===== config.mk =====
export PLATFORM = sky130hd
export DESIGN_NAME = rida_ctrl
export DESIGN_NICKNAME = d
export VERILOG_FILES = /design/src/hw/rtl/rida_pkg.sv /design/src/hw/rtl/rida_ctrl.sv
export SDC_FILE = /design/constraint.sdc
export NUM_CORES = 1
export LEC_CHECK = 0
export BUFFER_PORTS_ARGS = -buffer_cell sky130_fd_sc_hd__buf_2
export CORE_UTILIZATION = 50
export CTS_CLUSTER_SIZE = 25
export DETAILED_ROUTE_END_ITERATION = 10
export PLACE_DENSITY_LB_ADDON = 0.08
export SYNTH_ARGS = -nofsm -noshare
export SYNTH_HDL_FRONTEND = slang
export SYNTH_SLANG_ARGS = --single-unit

===== constraint.sdc =====
create_clock -name i_clk -period 10.5 [get_ports i_clk]
set_clock_uncertainty 0.2 [all_clocks]
set_input_delay 2.625 -clock i_clk [delete_from_list [all_inputs] [get_ports i_clk]]
set_output_delay 2.625 -clock i_clk [all_outputs]
set_load 0.005 [all_outputs]

===== src/hw/rtl/rida_pkg.sv =====
// Shared types, constants and helpers for the range ID allocator.
// No dependencies; every other file in hw/rtl refers to this package by scoped names.

package rida_pkg;

    // Pool geometry. POOL_DEPTH is a power of two.
    localparam int POOL_DEPTH = 1024;
    localparam int ID_WIDTH   = 16;
    localparam int PTR_W      = $clog2(POOL_DEPTH);
    localparam int CNT_W      = $clog2(POOL_DEPTH + 1);
    localparam int FRESH_W    = ID_WIDTH + 1;

    typedef logic [ID_WIDTH-1:0] t_id;
    typedef logic [PTR_W-1:0]    t_ptr;
    typedef logic [CNT_W-1:0]    t_cnt;
    typedef logic [FRESH_W-1:0]  t_fresh;

    // Command codes.
    localparam logic [1:0] CMD_ALLOC = 2'd0;
    localparam logic [1:0] CMD_FREE  = 2'd1;
    localparam logic [1:0] CMD_CLEAR = 2'd2;

    // Status codes.
    localparam logic [1:0] ST_OK        = 2'd0;
    localparam logic [1:0] ST_EXHAUSTED = 2'd1;
    localparam logic [1:0] ST_REJECTED  = 2'd2;
    localparam logic [1:0] ST_DUPLICATE = 2'd3;

    // Configuration register indexes.
    localparam logic REG_MIN_ID = 1'b0;
    localparam logic REG_MAX_ID = 1'b1;

    localparam t_id RST_MIN_ID = ID_WIDTH'(3000);
    localparam t_id RST_MAX_ID = ID_WIDTH'(3999);

    // Write request into the free-list RAM.
    typedef struct packed {
        logic en;
        t_ptr addr;
        t_id  data;
    } t_q_wr;

    // Write request into the membership bitmap.
    typedef struct packed {
        logic en;
        t_ptr addr;
        logic data;
    } t_bm_wr;

    // Read request, shared by both memories.
    typedef struct packed {
        logic en;
        t_ptr addr;
    } t_rd;

    // Bitmap slot of an identifier: its offset from min_id, folded onto the pool.
    function automatic t_ptr bit_index(t_id id, t_id min_id);
        t_id diff;
        diff = id - min_id;
        return PTR_W'(diff % POOL_DEPTH);
    endfunction

endpackage


===== src/hw/rtl/rida_ctrl.sv =====
// Command decode, allocator state, configuration registers and result register.
// Depends on rida_pkg; drives the free-list RAM and the membership bitmap.

module rida_ctrl (
    input  logic             i_clk,
    input  logic             i_rst_n,
    input  logic             start,
    output logic             busy,
    input  logic [1:0]       i_command,
    input  rida_pkg::t_id    i_free_id,
    input  logic             i_cfg_valid,
    output logic             o_cfg_ready,
    input  logic             i_cfg_index,
    input  rida_pkg::t_id    i_cfg_data,
    input  rida_pkg::t_id    i_q_rd_data,
    input  logic             i_bm_rd_bit,
    input  logic             i_bm_clearing,
    output rida_pkg::t_rd    o_q_rd,
    output rida_pkg::t_q_wr  o_q_wr,
    output rida_pkg::t_rd    o_bm_rd,
    output rida_pkg::t_bm_wr o_bm_wr,
    output logic             o_bm_clear_start,
    output logic             o_done,
    output rida_pkg::t_id    o_granted_id,
    output logic [1:0]       o_status
);

    logic accept;

    // Configuration.
    rida_pkg::t_id r_min_id;
    rida_pkg::t_id r_max_id;

    // Allocator state.
    rida_pkg::t_fresh r_next_fresh;
    rida_pkg::t_ptr   r_head;
    rida_pkg::t_ptr   r_tail;
    rida_pkg::t_cnt   r_count;
    rida_pkg::t_fresh n_next_fresh;
    rida_pkg::t_ptr   n_head;
    rida_pkg::t_ptr   n_tail;
    rida_pkg::t_cnt   n_count;

    // Input register.
    logic          r_valid;
    logic [1:0]    r_cmd;
    rida_pkg::t_id r_id;

    // Result register.
    logic          r_done;
    rida_pkg::t_id r_granted;
    logic [1:0]    r_status;
    rida_pkg::t_id n_granted;
    logic [1:0]    n_status;

    // A clear in the input register blocks acceptance until its sweep has finished.
    assign busy   = i_bm_clearing | (r_valid & (r_cmd == rida_pkg::CMD_CLEAR));
    assign accept = start & ~busy;

    assign o_cfg_ready = 1'b1;

    always_ff @(posedge i_clk) begin
        if (!i_rst_n) begin
            r_min_id <= rida_pkg::RST_MIN_ID;
            r_max_id <= rida_pkg::RST_MAX_ID;
        end else if (i_cfg_valid && o_cfg_ready) begin
            case (i_cfg_index)
                rida_pkg::REG_MIN_ID: r_min_id <= i_cfg_data;
                rida_pkg::REG_MAX_ID: r_max_id <= i_cfg_data;
                default: ;
            endcase
        end
    end

    always_comb begin
        n_next_fresh     = r_next_fresh;
        n_head           = r_head;
        n_tail           = r_tail;
        n_count          = r_count;
        n_granted        = '0;
        n_status         = rida_pkg::ST_OK;
        o_q_wr           = '0;
        o_bm_wr          = '0;
        o_bm_clear_start = 1'b0;
        if (r_valid) begin
            case (r_cmd)
                rida_pkg::CMD_ALLOC: begin
                    if (r_count != '0) begin
                        n_granted    = i_q_rd_data;
                        o_bm_wr.en   = 1'b1;
                        o_bm_wr.addr = rida_pkg::bit_index(i_q_rd_data, r_min_id);
                        o_bm_wr.data = 1'b0;
                        n_head       = (r_head == rida_pkg::PTR_W'(rida_pkg::POOL_DEPTH - 1)) ?
                                       '0 : r_head + 1'b1;
                        n_count      = r_count - 1'b1;
                    end else if (r_next_fresh > {1'b0, r_max_id}) begin
                        n_status = rida_pkg::ST_EXHAUSTED;
                    end else begin
                        n_granted    = r_next_fresh[rida_pkg::ID_WIDTH-1:0];
                        n_next_fresh = r_next_fresh + 1'b1;
                    end
                end
                rida_pkg::CMD_FREE: begin
                    if ((r_id < r_min_id) || (r_id > r_max_id) ||
                        ({1'b0, r_id} >= r_next_fresh)) begin
                        n_status = rida_pkg::ST_REJECTED;
                    end else if (i_bm_rd_bit ||
                                 (r_count >= rida_pkg::CNT_W'(rida_pkg::POOL_DEPTH))) begin
                        n_status = rida_pkg::ST_DUPLICATE;
                    end else begin
                        o_q_wr.en    = 1'b1;
                        o_q_wr.addr  = r_tail;
                        o_q_wr.data  = r_id;
                        o_bm_wr.en   = 1'b1;
                        o_bm_wr.addr = rida_pkg::bit_index(r_id, r_min_id);
                        o_bm_wr.data = 1'b1;
                        n_tail       = (r_tail == rida_pkg::PTR_W'(rida_pkg::POOL_DEPTH - 1)) ?
                                       '0 : r_tail + 1'b1;
                        n_count      = r_count + 1'b1;
                    end
                end
                rida_pkg::CMD_CLEAR: begin
                    n_next_fresh     = {1'b0, r_min_id};
                    n_head           = '0;
                    n_tail           = '0;
                    n_count          = '0;
                    o_bm_clear_start = 1'b1;
                end
                default: ;
            endcase
        end
    end

    // Reads for the incoming command go out at the accepting edge. The head address
    // already reflects the command finishing at that same edge.
    always_comb begin
        o_q_rd.en    = accept;
        o_q_rd.addr  = n_head;
        o_bm_rd.en   = accept;
        o_bm_rd.addr = rida_pkg::bit_index(i_free_id, r_min_id);
    end

    always_ff @(posedge i_clk) begin
        if (!i_rst_n) begin
            r_next_fresh <= {1'b0, rida_pkg::RST_MIN_ID};
            r_head       <= '0;
            r_tail       <= '0;
            r_count      <= '0;
            r_valid      <= 1'b0;
            r_done       <= 1'b0;
        end else begin
            r_next_fresh <= n_next_fresh;
            r_head       <= n_head;
            r_tail       <= n_tail;
            r_count      <= n_count;
            r_valid      <= accept;
            r_done       <= r_valid;
        end
    end

    always_ff @(posedge i_clk) begin
        if (accept) begin
            r_cmd <= i_command;
            r_id  <= i_free_id;
        end
        r_granted <= n_granted;
        r_status  <= n_status;
    end

    assign o_done       = r_done;
    assign o_granted_id = r_granted;
    assign o_status     = r_status;

endmodule


==> impl_metrics.env <==
export IMPL_grt_pass1_vias=7250
export IMPL_worst_path_max_fanout=29
export IMPL_worstSkewPairLatency_ps=420
export IMPL_syn_area_per_cell_um2=8.24
export IMPL_synth_commonest_cells="nand2_1 (102), dfxtp_1 (100), ha_1 (98)"
export IMPL_dpl_hpwl_mm=17.0
export IMPL_dr_pass1_iters=5
export IMPL_dieHeight_um=131
export IMPL_ir_drop_v=0.000120
export IMPL_syn_num_nets=1168
export IMPL_hold_class="reg -> reg"
export IMPL_rsz0062_at_grt="no"
export IMPL_numCtsBuffers=17
export IMPL_dieArea_mm2=0.0171
export IMPL_async_reset_ff_frac=0
export IMPL_max_freq_mhz=131
export IMPL_met1Wirelength_mm=11.0
export IMPL_yosysWarnings=0
export IMPL_wl_met2_mm=10.5
export IMPL_drt_vias_per_instance=5.74
export IMPL_ff2ff_setup_slack_ps=6610
export IMPL_worstPathArrival_ps=4820
export IMPL_gp_congestion=0.896
export IMPL_period_minus_slack_ps=7650
export IMPL_status="finished, final reports clean"
export IMPL_yosysTopAreaCellShare=0.241
export IMPL_n_antenna_cell=0
export IMPL_drv_cap=0
export IMPL_grt_ovfl_total=0
export IMPL_cts_setup_buffers=0
export IMPL_tns_ps=0
export IMPL_drt_first_iter_violations=516
export IMPL_dieWidth_um=131
export IMPL_ys_ff_latch=118
export IMPL_leakagePower_nw=4.30
export IMPL_drcViolationCount=0
export IMPL_crit_path_end="o_q_wr[25]"
export IMPL_grt_total_usage=0.279
export IMPL_cts_root_buf="clkbuf_16"
export IMPL_antenna_found_initial=0
export IMPL_synth_edf_count=18
export IMPL_hold_depth=2
export IMPL_ys_top_cells_by_area="dfxtp_1 (24%), ha_1 (15%), edfxtp_1 (6.5%), nand2_1 (4.6%), a21oi_1 (4.5%)"
export IMPL_fillers=1502
export IMPL_initial_core_util=0.517
export IMPL_num_vias=7765
export IMPL_yosysSeqAreaShare=0.306
export IMPL_drive_gt1_frac=0.165
export IMPL_worstSetupPathType="in -> out"
export IMPL_syn_area_mm2=0.00831
export IMPL_cts_tree="yes"
export IMPL_grt_max_degree=50
export IMPL_ioPinCount=140
export IMPL_setup_viol=0
export IMPL_port_buffers=138
export IMPL_cp_required_ps=7680
export IMPL_coreArea_mm2=0.0161
export IMPL_cts_buffer_depth=2
export IMPL_rr_worst_depth=12
export IMPL_final_hold_violation_count=0
export IMPL_layout_nets=1282
export IMPL_antenna_left=0
export IMPL_fin_hold_ws_ps=257
export IMPL_syn2layout_area_growth_pct=15.6
export IMPL_tightest_slew_ps=1170
export IMPL_syn_inst=1009
export IMPL_start_kind="input port"
export IMPL_num_rows=46
export IMPL_routed_wl_met3_mm=1.23
export IMPL_routed_top_layer="met4"
export IMPL_rr_endpoint="r_count[10]$_SDFFE_PN0P_"
export IMPL_cp_end_kind="primary output"
export IMPL_cts_resized_gates=0
export IMPL_power_density_mw_per_mm2=124
export IMPL_wirelength_mm=23.1
export IMPL_path_clk_slew_ps=50
export IMPL_cts_hold_buffers=0
export IMPL_synth_distinct_cells=69
export IMPL_clock_sinks=118
export IMPL_maxSlewHeadroom=0.217
export IMPL_critPathLaunch="i_bm_rd_bit"
export IMPL_report_final_slew_viol_count=0
export IMPL_finalCritPeriodShare=0.728
export IMPL_synth_main_ff_cell="dfxtp_1"
export IMPL_h_tree_depth=4
export IMPL_grt_pass1_wl_mm=36.8
export IMPL_synth_area_leader_cell="dfxtp_1"
export IMPL_synth_most_common_cell="nand2_1"
export IMPL_wl_per_cell_um=17.1
export IMPL_timing_rr_start="r_id[0]$_DFFE_PP_"
-- metrics by stage --
stage / util / instance area [um^2] / setup slack (ps) / total power (W) / std cells
final: 0.598 / 9600 / 2850 / 0.00120 / 1352
after global routing: 0.598 / 9600 / 2620 / 0.00125 / 1352
after CTS: 0.598 / 9600 / 2830 / 0.00120 / 1352
after detailed placement: 0.566 / 9090 / 2840 / 0.000692 / 1320
after global placement: 0.566 / 9090 / 2910 / 0.000689 / 1320
after floorplan: - / 8310 / 3340 / 0.000631 / 1009
-- how the worst min path moves through the flow --
stage | startpoint | to | slack [ps]
3_3_place_gp | r_max_id[15]$_SDFFE_PN0P_ | r_max_id[15]$_SDFFE_PN0P_ | 240
5_1_grt | r_max_id[14]$_SDFFE_PN0P_ | r_max_id[14]$_SDFFE_PN0P_ | 280
3_5_place_dp | r_max_id[14]$_SDFFE_PN0P_ | r_max_id[14]$_SDFFE_PN0P_ | 250
4_1_cts | r_max_id[14]$_SDFFE_PN0P_ | r_max_id[14]$_SDFFE_PN0P_ | 260
6_report | r_max_id[14]$_SDFFE_PN0P_ | r_max_id[14]$_SDFFE_PN0P_ | 260
2_1_floorplan | r_max_id[12]$_SDFFE_PN0P_ | r_max_id[12]$_SDFFE_PN0P_ | 240
-- cell type report --
cell class	count	area, um^2	share of cell area
clock inverter	11	61.3	0.00638
multi-input combinational	766	5260	0.548
inverter	77	289	0.0301
timing repair buffer	143	728	0.0758
sequential	118	2540	0.265
clock buffer	21	450	0.0469
tap	216	270	0.0281
-- worst max-delay path, cell delays in order --
cell	delay [ps]
buf_2	110
nor2_1	710
and3_1	1010
and2_1	240
buf_2	110
-- routing by layer --
metal | vias up | global-route usage
met5 | - | 0
met2 | 218 | 0.453
met4 | 0 | 0.0859
met1 | 3641 | 0.374
met3 | 26 | 0.0533
li1 | 3880 | -
-- cells in the final DEF (no fill, tap or decap), types with 5 or more instances in the layout --
master and n:
nand2_1 102, edfxtp_1 18, a22o_1 23, o21ai_1 25, a31oi_1 8, clkbuf_16 17, o21ai_0 25, nand4_1 23
inv_1 74, nor4_1 9, buf_4 5, dfxtp_1 100, and3_1 17, nand2b_1 9, a32oi_1 8, nor2b_1 14
a21oi_1 74, buf_2 138, nor2_1 65, o22ai_1 7, a21o_1 16, clkinv_1 5, o211ai_1 21, nand3b_1 9
nor3_1 18, xnor2_1 17, ha_1 97, and2_1 39, xor2_1 10, o21a_1 9, nand3_1 24, a211oi_1 6
o31ai_1 17
-- cell families (layout without fill, tap and decap cells) --
| group | count (synthesis) | count (layout) | synth area share |
|---|---|---|---|
| AO/OA/AOI/OAI | 281 | 281 | 0.229 |
| XOR/XNOR | 27 | 27 | 0.0285 |
| adder cells (fa/ha/maj) | 102 | 102 | 0.157 |
| buffers and inverters | 125 | 252 | 0.0616 |
| flip-flops | 118 | 118 | 0.306 |
| multiplexers | 6 | 6 | 0.00753 |
| other | 1 | 1 | 0.000451 |
| AND/OR/NAND/NOR | 349 | 349 | 0.210 |
-- registers in the layout, indices dropped and copies added (netlist names), 10 cells and up --
| register | cells |
|---|---|
| r_next_fresh | 17 |
| r_min_id | 16 |
| r_tail | 10 |
| r_count | 11 |
| r_id | 16 |
| o_granted_id | 16 |
| r_head | 10 |
| r_max_id | 16 |
-- report_power, final --
group	internal, W	switching, W
combinational	0.0000814	0.000117
sequential	0.000473	0.0000132
clock	0.000302	0.000209
total	0.000856	0.000339
Note: power is estimated with default switching activity, not from simulation.
